### config.mk
export PLATFORM = sky130hd
export DESIGN_NAME = gpcf_cfg
export DESIGN_NICKNAME = d
export VERILOG_FILES = /design/src/rtl/gpcf_pkg.sv /design/src/rtl/gpcf_cfg.sv
export SDC_FILE = /design/constraint.sdc
export NUM_CORES = 1
export LEC_CHECK = 0
export BUFFER_PORTS_ARGS = -buffer_cell sky130_fd_sc_hd__clkbuf_2
export CAP_MARGIN = 20
export CORE_AREA = 2 2 61 63
export DETAILED_ROUTE_END_ITERATION = 12
export DIE_AREA = 0 0 63 65
export GPL_ROUTABILITY_DRIVEN = 0
export PLACE_DENSITY_LB_ADDON = 0.08
export SLEW_MARGIN = 10
export SYNTH_ARGS = -nofsm -noshare
export SYNTH_HDL_FRONTEND = slang
export SYNTH_SLANG_ARGS = --single-unit
### constraint.sdc
create_clock -name clk -period 1.2 [get_ports clk]
set_input_delay 0.12 -clock clk [delete_from_list [all_inputs] [get_ports clk]]
set_output_delay 0.12 -clock clk [all_outputs]
set_load 0.1 [all_outputs]
### src/rtl/gpcf_pkg.sv
// shared constants, register codes and types of the peak clip filter
`default_nettype none

package gpcf_pkg;

	// design defaults
	localparam int unsigned MAX_WIDTH_DEF  = 1024;
	localparam int unsigned PIXEL_BITS_DEF = 16;

	// configuration register layout
	localparam int unsigned CFG_WIDTH_BITS  = 11;
	localparam int unsigned CFG_HEIGHT_BITS = 16;
	localparam int unsigned ROW_BITS        = 16;
	localparam int unsigned APB_ADDR_BITS   = 3;
	localparam int unsigned APB_DATA_BITS   = 32;

	localparam logic [CFG_WIDTH_BITS-1:0]  WIDTH_RESET  = 11'd1024;
	localparam logic [CFG_HEIGHT_BITS-1:0] HEIGHT_RESET = 16'd1024;

	// register index codes (byte address / 4)
	localparam logic [0:0] REG_FRAME_WIDTH  = 1'b0;
	localparam logic [0:0] REG_FRAME_HEIGHT = 1'b1;

	// item kinds
	localparam logic REQ_PIXEL = 1'b0;
	localparam logic REQ_FLUSH = 1'b1;

	// which neighbors take part, plus the end-of-frame mark, for one output pixel
	typedef struct packed {
		logic use_up;
		logic use_down;
		logic use_left;
		logic use_right;
		logic frame_end;
	} nbr_sel_t;

endpackage

`default_nettype wire

### src/rtl/gpcf_cfg.sv
// apb register block: frame width and height, restart on every write
`default_nettype none

module gpcf_cfg (
	input  wire                                       clk,
	input  wire                                       arst_n,
	input  wire                                       psel,
	input  wire                                       penable,
	input  wire                                       pwrite,
	input  wire  [gpcf_pkg::APB_ADDR_BITS-1:0]        paddr,
	input  wire  [gpcf_pkg::APB_DATA_BITS-1:0]        pwdata,
	output logic [gpcf_pkg::APB_DATA_BITS-1:0]        prdata,
	output logic                                      pready,
	output logic [gpcf_pkg::CFG_WIDTH_BITS-1:0]       frame_width,
	output logic [gpcf_pkg::CFG_HEIGHT_BITS-1:0]      frame_height,
	output logic                                      restart
);

	logic       wr_en;
	logic [0:0] reg_idx;

	assign pready  = 1'b1;
	assign wr_en   = psel & penable & pwrite;
	assign reg_idx = paddr[2:2];
	assign restart = wr_en;

	// register writes
	always_ff @(posedge clk or negedge arst_n) begin
		if (!arst_n) begin
			frame_width  <= gpcf_pkg::WIDTH_RESET;
			frame_height <= gpcf_pkg::HEIGHT_RESET;
		end else if (wr_en) begin
			unique case (reg_idx)
				gpcf_pkg::REG_FRAME_WIDTH: begin
					frame_width <= pwdata[gpcf_pkg::CFG_WIDTH_BITS-1:0];
				end
				gpcf_pkg::REG_FRAME_HEIGHT: begin
					frame_height <= pwdata[gpcf_pkg::CFG_HEIGHT_BITS-1:0];
				end
			endcase
		end
	end

	// read mux
	always_comb begin
		unique case (reg_idx)
			gpcf_pkg::REG_FRAME_WIDTH: begin
				prdata = gpcf_pkg::APB_DATA_BITS'(frame_width);
			end
			gpcf_pkg::REG_FRAME_HEIGHT: begin
				prdata = gpcf_pkg::APB_DATA_BITS'(frame_height);
			end
		endcase
	end

endmodule

`default_nettype wire

==> results.cfg, run 1 <==
[grt]
first_global_vias = 1169
grt_util_all_layers_pct = 19.57
grt_max_degree = 16
overflow = 0
grt_pass1_wl_um = 6161
antenna_found_initial = 0

[timing]
slew_violations = 0
max_freq_mhz = 700.8
setup_tns_ns = -3.852
finalSetupViolCount = 42
period_needed_ns = 1.427
holdWs_ns = 0.01449
setup_slack_ns = -0.2269
period_share_pct = 118.9
finalHoldViolCount = 0
rsz0062_at_grt = true
skew_ns = 0

[drt]
dr.pass1.iters = 4
vias = 1068
ant_nets = 0
drt_first_iter_violations = 23
drt-total-wl_um = 3712
drc = 0
routed_via_density = 4.413
drt-wirelength-per-cell_um = 15.34

[logic_synthesis]
yosys_warnings = 0
ys_seq_area_share_pct = 48.44
syn_avg_cell_area_sq_um = 14.58
yosysTopAreaCell = dfrtp_1
ys_seq_elements = 27
synthTopCellsByArea = dfrtp_1 (45%), mux2_2 (23%), mux2_4 (11%), buf_4 (9.1%), dfstp_2 (3.8%)
synthCells = 96
synth.cell_area_sq_um = 1400
synth_cell_type_count = 12
synth_top_area_share_pct = 44.68

[critical_path]
crit_path_end_kind = primary output
reg2reg_slack_ns = 0.09
worstPathRequired_ns = 1.08
cp-start-kind = register
ff2ff_path_depth = 3
arrival_ns = 1.31
r2r-end = frame_height[14]
r2r_start = frame_height[14]
path_max_fanout = 2
crit_type = reg2out

[min_path]
min_path_type = in2reg
min_to = frame_height[15]
worstHoldStart = pwdata[15]
hold_depth = 2

[die]
die_w_um = 63
start_util_pct = 40.05
core-area_sq_um = 3496
rows = 22
die_area_sq_um = 4095
die_h_um = 65
io_pins = 101

[status]
violations = negative setup slack
status = complete, but fails checks

[cells_and_area]
fillers = 193
n_antenna_cell = 0
multiInputGateArea_sq_um = 665.6
regArea_sq_um = 777.0
finalNetCount = 235
area_delta_synth_final_pct = 107.1
drive_gt1_share_pct = 90.21
fin_cells = 242
final_util_pct = 82.96

[power_and_ir_drop]
leakage_nw = 1.375
p_sw_mw = 3.642
swShare_pct = 51.97
clkPwrFrac_pct = 5.8
power_frac_seq_pct = 20.1
vdd_drop_max_mv = 1.393
power_frac_comb_pct = 74.2
p_per_area_nw_per_um2 = 2416
p_int_mw = 3.365

[run]
drv_cap = 0

[clock_tree]
cts_buffers = 3
clock-sinks = 27
cts.clk_slew.worst_paths_ns = 0.15
cts-root-buf = clkbuf_4
clk_latency_ns = 0.32
cts_tree = yes
htree_levels = 1
cts.path.max_buffers = 2

[placement]
place_ws_ns = 0.08782
hpwlAfterDp_um = 2626
dp_cells = 208
placement.io_buffers = 65
critical path: stages, from the launching register on:
cell,delay (ns)
dfrtp_4,0.51
mux2_4,0.29
buf_12,0.17
worst max-delay path by stage:
| stage | startpoint | to | slack, ns |
|---|---|---|---|
| final | frame_width[5] | prdata[5] | -0.23 |
| after global routing | frame_width[5] | prdata[5] | -0.26 |
| after CTS | frame_height[10] | prdata[10] | -0.23 |
| after detailed placement | paddr[2] | frame_width[8] | 0.09 |
| after global placement | paddr[2] | prdata[0] | 0.10 |
| after floorplan | frame_height[10] | prdata[10] | -0.09 |
cell usage in the layout (no fill, tap or decap):
cell type,n
mux2_2,17
clkinv_2,1
dfrtp_2,1
clkbuf_4,3
clkbuf_2,21
buf_4,7
buf_6,25
and2_4,5
dfrtp_4,24
conb_1,17
and3_1,1
buf_12,46
mux2_4,21
nand4_4,1
dfstp_4,2
dlygate4sd3_1,1
nand4b_4,1
stage by stage:
| step | area, sq um | total power, mW |
|---|---|---|
| after floorplan | 1609 | 4.514 |
| after global placement | 2551 | 6.083 |
| after detailed placement | 2551 | 6.147 |
| after CTS | 2874 | 6.980 |
| after global routing | 2900 | 7.205 |
| final | 2900 | 7.007 |
power by group through the flow:
stage                     clock network [mW]  logic [mW]  registers (mW)
after floorplan                            0        1.59            2.92
after global placement                     0        4.56            1.53
after detailed placement                   0        4.59            1.55
after CTS                              0.412        5.17            1.40
after global routing                   0.447        5.32            1.44
final                                  0.403        5.20            1.41
kinds of logic after synthesis:
group | Yosys count | synth area share (%)
buffers and inverters | 21 | 11.88
DFF | 27 | 48.44
muxes | 38 | 33.24
other | 2 | 0.5364
and+or+nand+nor | 8 | 5.898
repair_timing:
item	CTS	global route
buffers inserted	26	17
cloned	0	0
gates resized for setup	24	14
setup endpoints to repair	18	42
pin swaps	5	0
hold buffers	1	0
hold endpoints to repair	12	0
Yosys cell counts:
cell      number
mux2_2        28
dfrtp_1       25
buf_4         17
mux2_4        10
and2_1         5
buf_6          3
conb_1         2
dfstp_2        2
and3_1         1
buf_2          1
nand4_4        1
nand4b_4       1
layout make-up:
cell class	count	share of cell area [%]
multi-input combinational	63	22.95
sequential	27	26.79
clock inverter	1	0.1726
clock buffer	3	0.7765
timing repair buffer	100	47.24
tap	48	2.071
sequential cells by signal, indices dropped and copies added (netlist names):
name          cells
frame_height     16
frame_width      11
routing by layer:
layer,track usage (%),vias to the layer above,part of all wire (%)
li1,-,489,-
met1,21.62,532,37
met2,38.16,45,56
met3,5.208,2,6.4
met4,2.500,0,0.40
met5,0,-,0
No activity file was read; power rests on OpenSTA's default activity.
==> run 2, diff against run 1 <==
--- a/config.mk
+++ b/config.mk
@@ -12,7 +12,8 @@
 export DIE_AREA = 0 0 63 65
 export GPL_ROUTABILITY_DRIVEN = 0
 export PLACE_DENSITY_LB_ADDON = 0.08
-export SLEW_MARGIN = 10
+export RECOVER_POWER = 25
+export SLEW_MARGIN = 25
 export SYNTH_ARGS = -nofsm -noshare
 export SYNTH_HDL_FRONTEND = slang
 export SYNTH_SLANG_ARGS = --single-unit
==> results.cfg, run 2 (synthesis results as in run 1) <==
[drt]
drt-total-wl_um = 3715
ant_nets = 0
drt_first_iter_violations = 23
dr.pass1.iters = 4
drc = 0
routed_via_density = 4.413
vias = 1068
drt-wirelength-per-cell_um = 15.35

[cells_and_area]
top_register = frame_height
finalNetCount = 235
mostFrequentLayoutCells = buf_12 (46), buf_6 (25), dfrtp_4 (24), mux2_4 (21), clkbuf_2 (20)
area_delta_synth_final_pct = 107.1
top_regs = frame_height: 16 flops, frame_width: 11 flops
largest_reg_flops = 16
drive_gt1_share_pct = 89.69
postLayoutCellArea_sq_um = 2899
final_common_cell = buf_12
n_antenna_cell = 0
fillers = 194

[power_and_ir_drop]
vdd_drop_max_mv = 1.393
power_frac_comb_pct = 74.2
swShare_pct = 51.98
p_per_area_nw_per_um2 = 2417
leakage_nw = 1.372
p_int_mw = 3.365
power_frac_seq_pct = 20.1
p_sw_mw = 3.642
clkPwrFrac_pct = 5.8

[timing]
period_needed_ns = 1.427
finalSetupViolCount = 42
setup_slack_ns = -0.2269
relSlewSlack_pct = 50.46
finalHoldViolCount = 0
max_freq_mhz = 700.8
holdWs_ns = 0.01446
skew_ns = 0
slew_violations = 0
tightestPinTransition_ns = 0.7430
period_share_pct = 118.9
rsz0062_at_grt = true

[placement]
place_area_sq_um = 2551
hpwlAfterDp_um = 2626
placement.io_buffers = 65

[die]
die_area_sq_um = 4095
die_h_um = 65
die_w_um = 63
rows = 22
io_pins = 101
start_util_pct = 40.05
core-area_sq_um = 3496

[critical_path]
r2r_start = frame_height[14]
crit_path_max_incr_delay_ns = 0.51
worstPathRequired_ns = 1.08
crit_end = prdata[5]
cp-start-kind = register
crit_type = reg2out
r2r-end = frame_height[14]
crit_chain = mux2_4 > buf_12
path_max_fanout = 2
cp-startpoint = frame_width[5]
crit_path_end_kind = primary output
ff2ff_path_depth = 3
arrival_ns = 1.31
cp_slowest_cell = dfrtp_4
reg2reg_slack_ns = 0.09

[grt]
first_global_vias = 1169
antenna_found_initial = 0
grt_util_all_layers_pct = 19.57
grt_max_degree = 16
grt_pass1_wl_um = 6161
overflow = 0

[clock_tree]
cts_tree = yes
cts_buffers = 3
clk_latency_ns = 0.32
cts-root-buf = clkbuf_4
cts.path.max_buffers = 2
htree_levels = 1
cts.clk_slew.worst_paths_ns = 0.15
clock-sinks = 27

[run]
drv_cap = 0

[status]
violations = negative setup slack
status = complete, but fails checks

[min_path]
min_path_type = in2reg
run 2: cell types whose count changed in the layout (fill, tap and decap cells not counted):
cell and delta:
clkbuf_2 -1, clkbuf_1 +1
run 2: final cells by class:
| cell class | instances | area [sq um] | area share (%) |
|---|---|---|---|
| repair buffers | 100 | 1369 | 47.22 |
| flip-flops and latches | 27 | 777.0 | 26.80 |
| multi-input cells | 63 | 665.6 | 22.96 |
| well taps | 48 | 60.06 | 2.072 |
| clock buffers | 3 | 22.52 | 0.7769 |
| clock inverters | 1 | 5.005 | 0.1726 |
run 2: power groups by stage:
stage               combinational [mW]  sequential [mW]  clock, mW
detailed placement                4.59             1.55          0
floorplan                         1.59             2.92          0
global placement                  4.56             1.53          0
global route                      5.32             1.44      0.447
finish                            5.20             1.41      0.403
CTS                               5.17             1.40      0.412
run 2: how the worst min path moves through the flow:
stage,slack (ns),cells after the start,to,start
floorplan,-0.18,0,frame_height[11],arst_n
global placement,0.03,1,frame_height[0],arst_n
detailed placement,0.04,1,frame_height[0],arst_n
CTS,0.01,2,frame_height[15],pwdata[15]
global route,-0.0002,2,frame_height[15],pwdata[15]
finish,0.01,2,frame_height[15],pwdata[15]
run 2: stage by stage:
stage	power, mW	cells	setup TNS (ns)	util (%)	setup slack (ns)
after floorplan	4.514	111	-0.09958	-	-0.09351
after global placement	6.083	208	0	72.98	0.1029
after detailed placement	6.147	208	0	72.98	0.08782
after CTS	6.980	239	-4.094	82.21	-0.2267
after global routing	7.204	242	-5.409	82.93	-0.2587
final	7.007	242	-3.855	82.93	-0.2269
run 2: repair_timing:
item	4_1_cts	5_1_grt
endpoints found under the setup margin	18	42
hold endpoints to repair	12	0
resized for setup	24	14
setup buffers	26	17
pin swaps	5	0
hold buffers	1	0
run 2: per-layer routing:
| metal | up-vias | share of wire (%) | GRT usage [%] | routed length [um] |
|---|---|---|---|---|
| met2 | 45 | 56 | 38.16 | 2079 |
| met4 | 0 | 0.40 | 2.500 | 15 |
| li1 | 489 | - | - | - |
| met5 | - | 0 | 0 | 0 |
| met3 | 2 | 6.4 | 5.208 | 237 |
| met1 | 532 | 37 | 21.62 | 1383 |
run 2: critical path: cells and delay by family (launching register included):
kind | cells | cell delay (ns)
buffers and inverters | 1 | 0.17
muxes | 1 | 0.29
DFF | 1 | 0.51
==> run 3, diff against run 2 <==
--- a/config.mk
+++ b/config.mk
@@ -13,6 +13,7 @@
 export GPL_ROUTABILITY_DRIVEN = 0
 export PLACE_DENSITY_LB_ADDON = 0.08
 export RECOVER_POWER = 25
+export SETUP_SLACK_MARGIN = 0.2
 export SLEW_MARGIN = 25
 export SYNTH_ARGS = -nofsm -noshare
 export SYNTH_HDL_FRONTEND = slang
==> results.cfg, run 3 (synthesis results as in run 1) <==
[critical_path]
worstPathRequired_ns = 1.08
crit_path_end_kind = primary output
arrival_ns = 1.35
crit_chain = mux2_4 > buf_12
crit_type = reg2out
ff2ff_path_depth = 5
critical_path.top_delay_family = flip-flops
r2r-end = frame_height[8]
crit_path_max_incr_delay_ns = 0.54
cp-startpoint = frame_width[7]
r2r_start = frame_height[8]
cp-start-kind = register
critical_path_depth = 2
path_buf_inv = 1
path_max_fanout = 2
cp_slowest_cell = dfrtp_4
reg2reg_slack_ns = -0.11

[placement]
place_area_sq_um = 2643
placement.io_buffers = 65
hpwlAfterDp_um = 2864

[timing]
tightestPinTransition_ns = 0.7731
skew_ns = 0
rsz0062_at_grt = true
max_freq_mhz = 678.7
setup_slack_ns = -0.2735
finalSetupViolCount = 47
period_share_pct = 122.8
relSlewSlack_pct = 48.46
slew_violations = 0
setup_tns_ns = -6.779
finalHoldViolCount = 0
period_needed_ns = 1.473

[cells_and_area]
largest_reg_flops = 16
n_antenna_cell = 0
drive_gt1_share_pct = 91.20
top_regs = frame_height: 16 flops, frame_width: 11 flops
final_util_pct = 92.09
final_common_cell = buf_12
finalNetCount = 257
mostFrequentLayoutCells = buf_12 (47), buf_6 (46), mux2_4 (37), dfrtp_4 (25), clkbuf_2 (20)
postLayoutCellArea_sq_um = 3219
top_register = frame_height
area_delta_synth_final_pct = 129.9

[die]
io_pins = 101
die_w_um = 63
rows = 22
core-area_sq_um = 3496
start_util_pct = 40.05
die_area_sq_um = 4095
die_h_um = 65

[drt]
vias = 1253
drc = 0
drt_first_iter_violations = 32
ant_nets = 0
drt-total-wl_um = 6185
drt-wirelength-per-cell_um = 23.43
dr.pass1.iters = 4
routed_via_density = 4.746

[power_and_ir_drop]
p_per_area_nw_per_um2 = 2379
vdd_drop_max_mv = 1.528
leakage_nw = 1.590

[grt]
grt_max_degree = 16
use_met2_pct = 41.62
top_usage_layer = met2
grt_pass1_wl_um = 6810
met1_usage_pct = 26.00
grt_util_all_layers_pct = 22.37
met3_usage_pct = 5.035
overflow = 0
first_global_vias = 1227
antenna_found_initial = 0

[min_path]
min_to = frame_width[0]
worstHoldStart = pwdata[0]
min_path_type = in2reg
hold_depth = 2

[status]
status = complete, but fails checks
violations = negative setup slack

[clock_tree]
cts.path.max_buffers = 2
cts-root-buf = clkbuf_4
cts_tree = yes
clock-sinks = 27
cts_buffers = 3
cts.clk_slew.worst_paths_ns = 0.18
htree_levels = 1
clk_latency_ns = 0.34

[run]
drv_cap = 0
## run 3: cell count changes in the layout (fill, tap and decap cells not counted), sizes merged
cell and change:
buf +22
## run 3: stage by stage
step / hold WS, ns / total power [mW] / cells / worst slack [ns]
3_5_place_dp: 0.03531 / 6.247 / 210 / 0.04612
4_1_cts: 0.01345 / 7.082 / 242 / -0.2488
2_1_floorplan: -0.1756 / 4.599 / 111 / -0.09351
6_report: 0.01326 / 7.660 / 264 / -0.2735
5_1_grt: -0.002079 / 7.804 / 264 / -0.3022
3_3_place_gp: 0.02299 / 6.175 / 210 / 0.07049
## run 3: repair_timing
action	4_1_cts	5_1_grt
gates resized for setup	23	23
endpoints found under the setup margin	43	53
pin swaps	3	0
hold buffers	1	0
buffers inserted	27	22
hold endpoints to repair	12	0
## run 3: area by class of cell
cell class / instances / area [sq um]
multi-input cells: 63 / 726.9
flip-flops and latches: 27 / 779.5
repair buffers: 122 / 1625
well taps: 48 / 60.06
fillers: 95 / 276.5
clock inverters: 1 / 5.005
clock buffers: 3 / 22.52
## run 3: how the worst max path moves through the flow
stage / to
global placement: prdata[2]
floorplan: prdata[10]
global route: prdata[0]
finish: prdata[7]
detailed placement: frame_height[2]
CTS: prdata[1]
## run 3: worst register-to-register path, cell delays in order (launching register included)
cell	delay, ns
dfrtp_4	0.53
buf_6	0.12
buf_6	0.11
buf_6	0.10
buf_6	0.10
mux2_4	0.26
## run 3: layer usage
layer,up-vias,share of wire (%)
met5,-,0
met4,0,1.3
met3,8,4.3
met2,59,59
met1,650,35
li1,536,-
## run 3: power by group
group / internal (mW) / switching, mW / leakage, nW / total, mW
clock: 0.125 / 0.320 / 0.0177 / 0.445
combinational: 2.34 / 3.41 / 1.28 / 5.75
sequential: 1.25 / 0.213 / 0.296 / 1.46
total: 3.72 / 3.94 / 1.59 / 7.66
