### src/rtl/gpcf_pkg.sv
// shared constants, register codes and types of the peak clip filter
`default_nettype none

package gpcf_pkg;

	// design defaults
	localparam int unsigned MAX_WIDTH_DEF  = 1024;
	localparam int unsigned PIXEL_BITS_DEF = 16;

	// configuration register layout
	localparam int unsigned CFG_WIDTH_BITS  = 11;
	localparam int unsigned CFG_HEIGHT_BITS = 16;
	localparam int unsigned ROW_BITS        = 16;
	localparam int unsigned APB_ADDR_BITS   = 3;
	localparam int unsigned APB_DATA_BITS   = 32;

	localparam logic [CFG_WIDTH_BITS-1:0]  WIDTH_RESET  = 11'd1024;
	localparam logic [CFG_HEIGHT_BITS-1:0] HEIGHT_RESET = 16'd1024;

	// register index codes (byte address / 4)
	localparam logic [0:0] REG_FRAME_WIDTH  = 1'b0;
	localparam logic [0:0] REG_FRAME_HEIGHT = 1'b1;

	// item kinds
	localparam logic REQ_PIXEL = 1'b0;
	localparam logic REQ_FLUSH = 1'b1;

	// which neighbors take part, plus the end-of-frame mark, for one output pixel
	typedef struct packed {
		logic use_up;
		logic use_down;
		logic use_left;
		logic use_right;
		logic frame_end;
	} nbr_sel_t;

endpackage

`default_nettype wire

### src/rtl/gpcf_ctrl.sv
// stream control: write and read pointers, pending count, raster position, emit decision
`default_nettype none

module gpcf_ctrl #(
	parameter int unsigned MAX_WIDTH  = gpcf_pkg::MAX_WIDTH_DEF,
	parameter int unsigned PIXEL_BITS = gpcf_pkg::PIXEL_BITS_DEF
) (
	input  wire                                      clk,
	input  wire                                      arst_n,
	input  wire                                      restart,
	input  wire  [gpcf_pkg::CFG_WIDTH_BITS-1:0]      frame_width,
	input  wire  [gpcf_pkg::CFG_HEIGHT_BITS-1:0]     frame_height,
	input  wire                                      fire,
	input  wire                                      req_type,
	input  wire  [PIXEL_BITS-1:0]                    pixel_value,
	output logic                                     issue,
	output gpcf_pkg::nbr_sel_t                       sel,
	output logic                                     we,
	output logic [$clog2(2*MAX_WIDTH+2)-1:0]         waddr,
	output logic [PIXEL_BITS-1:0]                    wdata,
	output logic [$clog2(2*MAX_WIDTH+2)-1:0]         ra_center,
	output logic [$clog2(2*MAX_WIDTH+2)-1:0]         ra_right,
	output logic [$clog2(2*MAX_WIDTH+2)-1:0]         ra_up,
	output logic [$clog2(2*MAX_WIDTH+2)-1:0]         ra_down
);

	localparam int unsigned DEPTH = 2 * MAX_WIDTH + 2;
	localparam int unsigned AW    = $clog2(DEPTH);
	localparam int unsigned WW    = $clog2(MAX_WIDTH + 1);
	localparam int unsigned CW    = (MAX_WIDTH > 1) ? $clog2(MAX_WIDTH) : 1;
	localparam int unsigned PW    = $clog2(MAX_WIDTH + 3);
	localparam int unsigned RW    = gpcf_pkg::ROW_BITS;
	localparam logic [AW:0] DEPTH_V = (AW+1)'(DEPTH);

	logic [AW-1:0] wr_q;
	logic [AW-1:0] rd_q;
	logic [PW-1:0] pend_q;
	logic [CW-1:0] col_q;
	logic [RW-1:0] row_q;

	logic [31:0]   w_ext;
	logic [WW-1:0] w_eff;
	logic [WW-1:0] w_m1;
	logic [RW-1:0] h_m1;
	logic          last_col;
	logic          last_row;
	logic          pend_gt_w;
	logic          emit;
	logic          is_pixel;

	// modular add and subtract over the circular store
	function automatic logic [AW-1:0] add_mod(input logic [AW-1:0] a, input logic [AW-1:0] b);
		logic [AW:0] s;
		s = {1'b0, a} + {1'b0, b};
		if (s >= DEPTH_V) begin
			s = s - DEPTH_V;
		end
		return s[AW-1:0];
	endfunction

	function automatic logic [AW-1:0] sub_mod(input logic [AW-1:0] a, input logic [AW-1:0] b);
		logic [AW:0] d;
		if (a >= b) begin
			d = {1'b0, a} - {1'b0, b};
		end else begin
			d = {1'b0, a} + DEPTH_V - {1'b0, b};
		end
		return d[AW-1:0];
	endfunction

	// effective frame size: zero width or height means one, width saturates
	assign w_ext = 32'(frame_width);
	always_comb begin
		if (frame_width == '0) begin
			w_eff = WW'(1);
		end else if (w_ext > MAX_WIDTH) begin
			w_eff = WW'(MAX_WIDTH);
		end else begin
			w_eff = WW'(w_ext);
		end
	end
	assign w_m1 = w_eff - WW'(1);
	assign h_m1 = (frame_height == '0) ? '0 : frame_height - RW'(1);

	// raster position of the oldest pending pixel
	assign last_col  = (WW'(col_q) == w_m1);
	assign last_row  = (row_q == h_m1);
	assign pend_gt_w = (pend_q > PW'(w_eff));
	assign is_pixel  = (req_type == gpcf_pkg::REQ_PIXEL);

	// emit decision: a pixel pushes out the oldest once the window is full,
	// a flush only once the neighbors that pixel needs have arrived
	always_comb begin
		unique case (req_type)
			gpcf_pkg::REQ_PIXEL: begin
				emit = pend_gt_w;
			end
			gpcf_pkg::REQ_FLUSH: begin
				emit = (pend_q != '0) && !(!last_row && !pend_gt_w)
					&& !(!last_col && (pend_q == PW'(1)));
			end
		endcase
	end

	assign issue = fire & emit;

	assign sel.use_up    = (row_q != '0);
	assign sel.use_down  = !last_row;
	assign sel.use_left  = (col_q != '0);
	assign sel.use_right = !last_col;
	assign sel.frame_end = last_row & last_col;

	// store access
	assign we        = fire & is_pixel;
	assign waddr     = wr_q;
	assign wdata     = pixel_value;
	assign ra_center = rd_q;
	assign ra_right  = add_mod(rd_q, AW'(1));
	assign ra_up     = sub_mod(rd_q, AW'(w_eff));
	assign ra_down   = add_mod(rd_q, AW'(w_eff));

	// pointer, count and position update
	always_ff @(posedge clk or negedge arst_n) begin
		if (!arst_n) begin
			wr_q   <= '0;
			rd_q   <= '0;
			pend_q <= '0;
			col_q  <= '0;
			row_q  <= '0;
		end else if (restart) begin
			wr_q   <= '0;
			rd_q   <= '0;
			pend_q <= '0;
			col_q  <= '0;
			row_q  <= '0;
		end else if (fire) begin
			if (is_pixel) begin
				wr_q <= add_mod(wr_q, AW'(1));
			end
			pend_q <= pend_q + PW'(is_pixel) - PW'(emit);
			if (emit) begin
				rd_q <= add_mod(rd_q, AW'(1));
				if (last_col) begin
					col_q <= '0;
					row_q <= last_row ? '0 : row_q + RW'(1);
				end else begin
					col_q <= col_q + CW'(1);
				end
			end
		end
	end

`ifndef SYNTHESIS
	// never more pending than one row plus one pixel
	a_pend_bound: assert property (@(posedge clk) disable iff (!arst_n)
		pend_q <= PW'(w_eff) + PW'(1))
		else $error("pending count exceeds row plus one");

	// the read pointer trails the write pointer by exactly the pending count
	a_ptr_gap: assert property (@(posedge clk) disable iff (!arst_n)
		rd_q == sub_mod(wr_q, AW'(pend_q)))
		else $error("read pointer out of step with pending count");

	// output position stays inside the frame
	a_col_bound: assert property (@(posedge clk) disable iff (!arst_n)
		WW'(col_q) <= w_m1)
		else $error("output column beyond frame width");

	a_row_bound: assert property (@(posedge clk) disable iff (!arst_n)
		row_q <= h_m1)
		else $error("output row beyond frame height");
`endif

endmodule

`default_nettype wire

### config.mk
export PLATFORM = sky130hd
export DESIGN_NAME = gpcf_ctrl
export DESIGN_NICKNAME = d
export VERILOG_FILES = /design/src/rtl/gpcf_pkg.sv /design/src/rtl/gpcf_ctrl.sv
export SDC_FILE = /design/constraint.sdc
export NUM_CORES = 1
export LEC_CHECK = 0
export BUFFER_PORTS_ARGS = -buffer_cell sky130_fd_sc_hd__buf_2
export CORE_MARGIN = 1.5
export CORE_UTILIZATION = 50
export CTS_CLUSTER_DIAMETER = 120
export CTS_CLUSTER_SIZE = 30
export DETAILED_ROUTE_END_ITERATION = 16
export PLACE_DENSITY = 0.77
export SLEW_MARGIN = 20
export SYNTH_ARGS = -nofsm -noshare
export SYNTH_HDL_FRONTEND = slang
export SYNTH_SLANG_ARGS = --single-unit
### constraint.sdc
create_clock -name clk -period 6.7 [get_ports clk]
set_input_delay 0.67 -clock clk [delete_from_list [all_inputs] [get_ports clk]]
set_output_delay 0.67 -clock clk [all_outputs]
set_load 0.02 [all_outputs]
==> flow_summary.json, run 1 <==
{
  "status": "complete, no violations",
  "ys_top_cells_by_count": "inv_1 (97), ha_1 (75), nor2_1 (75), nand2_1 (67)",
  "crit_fanout": 6,
  "layout_min_cycle_time_ps": 6061,
  "fin_crit_sh": 0.9046,
  "ys_types": 78,
  "chipWidth_um": 133.2,
  "antenna_found_initial": 0,
  "crit_top_cell": "a21oi_1",
  "final-hold-violation-count": 0,
  "grt_pass1_wl_um": 36770,
  "core_area_um2": 16580,
  "avgSynthCellArea_um2": 7.648,
  "p_sw_mw": 1.085,
  "dp_hpwl_um": 17090,
  "ios": 131,
  "viasPerCell": 6.098,
  "cts.path.max_buffers": 2,
  "drt-total-wl_um": 22230,
  "startpoint_type": "primary input",
  "detail-route-antenna-nets": 0,
  "clockRootBuffer": "clkbuf_16",
  "synthFlopType": "dfrtp_1",
  "synth_top_area_cell": "dfrtp_1",
  "cp_data_required_time_ps": 6960,
  "start_util": 0.5115,
  "crit_path_max_incr_delay_ps": 530,
  "p_comb_frac": 0.573,
  "vias": 8391,
  "insertion_delay_ps": 330,
  "skew_ps": 7.554,
  "postSynthRegisterBits": 61,
  "nNetsFinal": 1286,
  "cts_tree": "yes",
  "worstSetupEndpointType": "flop",
  "netlist_area_um2": 8482,
  "syn_nets": 1244,
  "stdcell_area_um2": 9305,
  "yosys.area.top_type_share": 0.1800,
  "grt_max_degree": 62,
  "sw_frac_of_total": 0.4554,
  "tns_ps": 0,
  "holdBufCountCts": 0,
  "rows": 47,
  "diodes": 0,
  "track_usage": 0.2485,
  "cts_resized": 0,
  "worst-r2r-setup-slack_ps": 1870,
  "area_delta_synth_final_pct": 9.706,
  "ys_seq_area_frac": 0.1800,
  "layout-drive-gt1-share": 0.1280,
  "cap_violations": 0,
  "die_area_um2": 17750,
  "async_reset_ff_frac": 1.000,
  "p_total_mw": 2.383,
  "cts.sinks": 61,
  "power_frac_clock": 0.214,
  "p_seq_frac": 0.213,
  "p_leak_nw": 3.999,
  "grt_pass1_vias": 7545,
  "overflow": 0,
  "synth-edff-count": 0,
  "internal-power_mw": 1.298,
  "drt_iter0_markers": 610,
  "slew_violations": 0,
  "yosysWarnings": 0,
  "clk_pin_slew_worst_paths_ps": 50,
  "synthTopCellsByArea": "dfrtp_1 (18%), ha_1 (11%), xnor2_1 (6.2%)",
  "crit_buf_inv": 4,
  "fin_ws_ps": 639.4,
  "routabilityCongestion": 0.9343,
  "die_h_um": 133.2,
  "holdCritPathClass": "primary input to asynchronous set/reset pin",
  "power.density_nw_per_um2": 256.1,
  "timing.fmax_mhz": 165.0,
  "htree_levels": 3,
  "slew_headroom": 0.3863,
  "drc": 0,
  "slowest_stage": "or4_1",
  "crit_family": "simple AND/OR/NAND/NOR gates",
  "crit_arrival_ps": 6320,
  "crit_type": "primary input to flop",
  "port_buffers": 98,
  "cts_buffers": 9,
  "tightest_slew_ps": 914.4,
  "wire_per_inst_um": 16.16,
  "synth.most_common_cell": "inv_1",
  "placed_area_um2": 8974,
  "ir_drop_uv": 151.8,
  "setup_violations": 0,
  "syn_inst": 1109,
  "rsz0062_at_grt": "false",
  "drtPass1Iterations": 7,
  "pre_cts_ws_ps": 189.1,
  "postCtsSetupRepairBufs": 0
}
cells by family after synthesis:
kind of cell,after synthesis,synth area share
and+or+nand+nor,397,0.2497
adders and majority gates,87,0.1390
xor gates and xnor gates,86,0.08880
AOI/OAI and AO/OA,273,0.2198
DFF,61,0.1800
muxes,30,0.03599
buffers and inverters,175,0.08674
per-layer routing:
metal | share of wire | track usage | vias up
met4 | 0.016 | 0.07065 | 0
met2 | 0.47 | 0.4162 | 284
li1 | - | - | 4106
met1 | 0.46 | 0.3436 | 3972
met5 | 0 | 0 | -
met3 | 0.055 | 0.02055 | 29
final cells by class:
class,instances,area [um^2]
well taps,220,275.3
flip-flops and latches,61,1526
clock inverters,6,86.33
clock buffers,10,239.0
inverters,97,364.1
repair buffers,109,573.1
fillers,1535,7278
multi-input cells,873,6241
flip-flops by register name, summed over array words and instances, names as in the netlist:
| signal | count |
|---|---|
| row_q | 16 |
| ra_center | 12 |
| waddr | 12 |
| pend_q | 11 |
| col_q | 10 |
worst paths after layout:
kind                                start            to  cells after the start
max                        frame_width[5]     pend_q[8]                     28
max in group asynchronous          arst_n  ra_center[3]                      2
max reg2reg                      col_q[2]     pend_q[8]                     22
min in group clk                 row_q[5]      row_q[5]                      2
min                                arst_n      col_q[6]                      2
min reg2reg                      row_q[5]      row_q[5]                      2
stage by stage:
stage	utilization	cells	hold WS, ps
finish	0.5611	1376	510.2
global route	0.5611	1376	564.6
CTS	0.5607	1376	543.3
detailed placement	0.5411	1360	536.9
global placement	0.5411	1360	533.5
floorplan	-	1109	374.4
cells in the final DEF, fill, tap and decap left out, types with 6 or more instances in the layout:
master and n:
a31oi_1 12, nor3_1 37, nor4_1 15, and4_1 6
fa_1 12, mux2i_1 26, o211ai_1 10, a211oi_1 19
a211o_1 7, or4_1 16, a21oi_1 60, o2bb2ai_1 7
nor2_1 75, and3_1 17, nand3b_1 7, nand4_1 27
nor3b_1 6, or3_1 23, inv_1 97, buf_4 11
nand2_1 67, nand2b_1 15, o21ai_0 55, nor2b_1 11
ha_1 75, buf_2 98, xor2_1 26, clkbuf_16 9
xnor2_1 60, o21a_1 7, a21o_1 8, dfrtp_1 61
or2_2 6, o21bai_1 12, nand3_1 49, o31ai_1 8
power groups by stage:
stage | Combinational (mW) | Sequential [mW] | Clock (mW)
global route | 1.52 | 0.518 | 0.533
finish | 1.37 | 0.508 | 0.509
CTS | 1.36 | 0.506 | 0.514
global placement | 1.32 | 0.508 | 0
floorplan | 1.05 | 0.482 | 0
detailed placement | 1.35 | 0.511 | 0
Power figures use the tool's default switching activity.
==> inputs of run 2 (changes only) <==
CORE_UTILIZATION = 35   (was 50)
PLACE_DENSITY = 0.59   (was 0.77)
==> run 2 against run 1 <==
Against the previous run:
- global-route usage is 5.9 points lower
- sequential share of layout area decreased by 0.17 points
- core utilization fell by 16 points
- critical endpoint is now ra_down[2]
- largest power group unchanged
==> flow_summary.json, run 2 (synthesis gave the netlist of run 1 again) <==
{
  "status": "complete, no violations",
  "largest_reg_flops": 16,
  "cts_resized": 0,
  "skew_ps": 9.728,
  "diodes": 0,
  "cts.sinks": 61,
  "cp_data_required_time_ps": 6030,
  "core_area_um2": 23610,
  "cts_buffers": 9,
  "fin_ws_ps": 865.7,
  "holdCritPathClass": "primary input to asynchronous set/reset pin",
  "fin_crit_sh": 0.8708,
  "final-hold-violation-count": 0,
  "cts.path.max_buffers": 2,
  "layout-drive-gt1-share": 0.1272,
  "cts_tree": "yes",
  "grt_pass1_wl_um": 38030,
  "grt_pass1_vias": 7446,
  "largest-register": "row_q",
  "chipWidth_um": 158.7,
  "final_cell_mix": "buf_2 (98), inv_1 (97), nor2_1 (75), ha_1 (75), nand2_1 (67)",
  "final_common_cell": "buf_2",
  "htree_levels": 3,
  "detail-route-antenna-nets": 0,
  "timing.fmax_mhz": 171.4,
  "track_usage": 0.1900,
  "wire_per_inst_um": 16.14,
  "pre_cts_ws_ps": 703.1,
  "placed_area_um2": 9097,
  "cap_violations": 0,
  "routabilityCongestion": 0.8892,
  "holdBufCountCts": 0,
  "startpoint_type": "primary input",
  "tightest_slew_ps": 930.7,
  "antenna_found_initial": 0,
  "drt_iter0_markers": 530,
  "area_delta_synth_final_pct": 10.89,
  "stdcell_area_um2": 9405,
  "p_leak_nw": 3.982,
  "drt-total-wl_um": 23810,
  "dp_hpwl_um": 18330,
  "crit_fanout": 9,
  "start_util": 0.3592,
  "vias": 8239,
  "postCtsSetupRepairBufs": 0,
  "drc": 0,
  "clockRootBuffer": "clkbuf_16",
  "crit_arrival_ps": 5160,
  "port_buffers": 98,
  "layout_min_cycle_time_ps": 5834,
  "slew_violations": 0,
  "power.density_nw_per_um2": 250.5,
  "setup_violations": 0,
  "ios": 131,
  "crit_type": "primary input to primary output",
  "p_total_mw": 2.356,
  "nNetsFinal": 1286,
  "rsz0062_at_grt": "false",
  "worstSetupEndpointType": "primary output",
  "viasPerCell": 5.586,
  "insertion_delay_ps": 340,
  "drtPass1Iterations": 5,
  "fillers": 2441,
  "slew_headroom": 0.3717,
  "ir_drop_uv": 132.3,
  "tns_ps": 0,
  "clk_pin_slew_worst_paths_ps": 60,
  "die_h_um": 158.7,
  "grt_max_degree": 62,
  "overflow": 0,
  "rows": 56,
  "whs_ps": 522.2,
  "die_area_um2": 25180
}
==> run 2: cell types whose count changed in the layout (fill, tap and decap cells not counted) <==
cell,delta
clkinvlp_4,+2
a21oi_2,-1
a21oi_4,+1
bufinv_16,-1
clkbuf_8,-1
clkinv_2,-1
inv_6,+1
nor4_1,+1
nor4_2,-1
==> run 2: worst paths after layout <==
check | start | to | slack, ps | cells past startpoint
setup reg to reg | row_q[8] | pend_q[8] | 1980 | 21
max in group asynchronous | arst_n | ra_center[0] | 5610 | 2
hold / removal | arst_n | row_q[0] | 520 | 2
setup / recovery | frame_width[6] | ra_down[2] | 870 | 17
hold reg to reg | row_q[5] | row_q[5] | 530 | 2
min in group clk | row_q[5] | row_q[5] | 530 | 2
==> run 2: per-stage QoR <==
stage | utilization | cells
CTS | 0.3980 | 1475
floorplan | - | 1109
global route | 0.3983 | 1475
detailed placement | 0.3853 | 1459
finish | 0.3983 | 1475
global placement | 0.3853 | 1459
==> run 2: layout make-up <==
| class | count | area (um^2) | area share |
|---|---|---|---|
| flip-flops and latches | 61 | 1526 | 0.1623 |
| repair buffers | 109 | 573.1 | 0.06093 |
| clock inverters | 7 | 75.07 | 0.007982 |
| inverters | 97 | 364.1 | 0.03871 |
| multi-input cells | 873 | 6242 | 0.6637 |
| clock buffers | 9 | 225.2 | 0.02395 |
| well taps | 319 | 399.1 | 0.04244 |
==> run 2: per-layer routing <==
layer / wire (um) / up-vias / track usage
met5: 0 / - / 0
met3: 1155 / 28 / 0.02559
met2: 10590 / 189 / 0.3034
met4: 456 / 0 / 0.06008
li1: - / 4111 / -
met1: 11610 / 3911 / 0.2640
==> run 2: critical path, stage by stage <==
cell	delay, ps
buf_2	160
nor4_1	380
nand3_1	160
a21oi_1	220
buf_4	200
ha_1	190
fa_1	240
nand2b_1	130
a221o_1	320
a211oi_1	350
o21ai_0	200
a2111oi_0	760
nand4bb_1	220
a211o_1	420
nand2_1	160
mux2i_1	200
buf_2	180
==> run 2: report_power, final <==
group          leakage, nW  switching (mW)  total (mW)  internal (mW)
Sequential           0.838          0.0967       0.511          0.415
Clock                0.138           0.188       0.477          0.289
Combinational         3.01           0.821        1.37          0.546
==> inputs of run 3 (changes only) <==
SKIP_LAST_GASP = 1   (was unset)
clock period = 6.35 ns   (was 6.7 ns; I/O delays follow)
==> run 3 against run 2 <==
Against the previous run:
- non-clock buffer count is 1 higher
- register-to-register slack lost 390 ps
- final area about the same
- global-route usage decreased by 0.17 points
- core utilization is essentially flat
- largest cell class unchanged
- setup slack worse by 340 ps
- sequential share of layout area hardly changed
- sequential power up 5.1%
- via count is 0.41% higher
- first-iteration DRC count down 5.8%
- power rose by 5.7%
- critical path type unchanged
- clock skew shrank 2.4 ps
- largest power group unchanged
==> flow_summary.json, run 3 (synthesis gave the netlist of run 1 again) <==
{
  "status": "complete, no violations",
  "final_cell_mix": "buf_2 (98), inv_1 (97), nor2_1 (75), ha_1 (75), nand2_1 (67)",
  "startpoint_type": "primary input",
  "clockRootBuffer": "clkbuf_16",
  "grt_max_degree": 62,
  "cts.sinks": 61,
  "crit_type": "primary input to primary output",
  "rsz0062_at_grt": "false",
  "diodes": 0,
  "cts_tree": "yes",
  "timing.fmax_mhz": 171.7,
  "chipWidth_um": 158.7,
  "start_util": 0.3592,
  "insertion_delay_ps": 340,
  "holdCritPathClass": "primary input to asynchronous set/reset pin",
  "placed_area_um2": 9105,
  "grt_busiest_layer": "met2",
  "final_common_cell": "buf_2",
  "crit_fanout": 9,
  "crit_arrival_ps": 5190,
  "p_leak_nw": 3.991,
  "grt_pass1_vias": 7476,
  "area_delta_synth_final_pct": 10.99,
  "use_met1": 0.2667,
  "met2_usage": 0.3019,
  "worstSetupEndpointType": "primary output",
  "power.density_nw_per_um2": 264.5,
  "ios": 131,
  "tns_ps": 0,
  "core_area_um2": 23610,
  "clk_pin_slew_worst_paths_ps": 60,
  "layout-drive-gt1-share": 0.1279,
  "viasPerCell": 5.605,
  "track_usage": 0.1883,
  "setup_violations": 0,
  "cp_data_required_time_ps": 5710,
  "die_area_um2": 25180,
  "stdcell_area_um2": 9414,
  "holdBufCountCts": 0,
  "ir_drop_uv": 138.0,
  "fin_crit_sh": 0.9173,
  "postCtsSetupRepairBufs": 0,
  "grt.met3_usage": 0.01660,
  "largest_reg_flops": 16,
  "port_buffers": 98,
  "rows": 56,
  "drc": 0,
  "cts.path.max_buffers": 2,
  "grt_pass1_wl_um": 38060,
  "drt-total-wl_um": 23870,
  "layout_min_cycle_time_ps": 5825,
  "largest-register": "row_q",
  "skew_ps": 7.295,
  "routabilityCongestion": 0.9118,
  "dp_hpwl_um": 18300,
  "antenna_found_initial": 0,
  "drtPass1Iterations": 5,
  "die_h_um": 158.7,
  "vias": 8273,
  "final-hold-violation-count": 0,
  "drt_iter0_markers": 499,
  "cts_buffers": 9,
  "wire_per_inst_um": 16.17,
  "detail-route-antenna-nets": 0,
  "slew_headroom": 0.3564,
  "slew_violations": 0,
  "cap_violations": 0,
  "fillers": 2414,
  "overflow": 0,
  "nNetsFinal": 1287,
  "tightest_slew_ps": 953.4,
  "cts_resized": 0,
  "htree_levels": 3
}
## run 3: stage by stage
step	hold WS (ps)	setup slack (ps)	util	power, mW	cells
after CTS	530.8	546.6	0.3984	2.501	1476
after global placement	528.0	497.5	0.3856	1.971	1460
after global routing	577.6	111.8	0.3987	2.696	1476
after floorplan	339.4	411.5	-	1.616	1109
after detailed placement	543.9	311.1	0.3856	1.980	1460
final	485.4	525.3	0.3987	2.490	1476
## run 3: path summary, 6_finish.rpt
kind	cells after the start	startpoint	slack, ps	end
hold reg to reg	2	row_q[5]	540	row_q[5]
setup / recovery	17	frame_width[6]	530	ra_down[2]
max in group asynchronous	2	arst_n	5290	ra_center[6]
setup reg to reg	21	row_q[8]	1590	pend_q[8]
hold / removal	2	arst_n	490	row_q[0]
min in group clk	2	row_q[5]	540	row_q[5]
## run 3: critical path, stage by stage
cell and delay, ps:
buf_2 160, nor4_1 380, nand3_1 170, a21oi_1 220
buf_4 190, ha_1 190, fa_1 240, nand2b_1 120
a221oi_1 370, or4_1 170, o311ai_0 300, a2111oi_0 810
nand4bb_1 230, a211o_1 420, nand2_1 170, mux2i_1 220
buf_2 190
## run 3: routing by layer
layer,routed length (um),part of all wire
met1,11950,0.50
met2,10620,0.44
met3,922,0.039
met4,369,0.015
met5,0,0
## run 3: power by group
part           switching (mW)  internal [mW]  leakage, nW
clock                   0.202          0.305        0.142
sequential             0.0993          0.437        0.838
combinational           0.870          0.576         3.01
total                    1.17           1.32         3.99
## run 3: final cells by class
type                            instances  area (um^2)  share of cell area
Multi-Input combinational cell        873         6242              0.6631
Sequential cell                        61         1526              0.1621
Timing Repair Buffer                  110        580.6             0.06167
Tap cell                              319        399.1             0.04240
Inverter                               97        364.1             0.03868
Clock buffer                            9        225.2             0.02392
Clock inverter                          7        76.32            0.008107
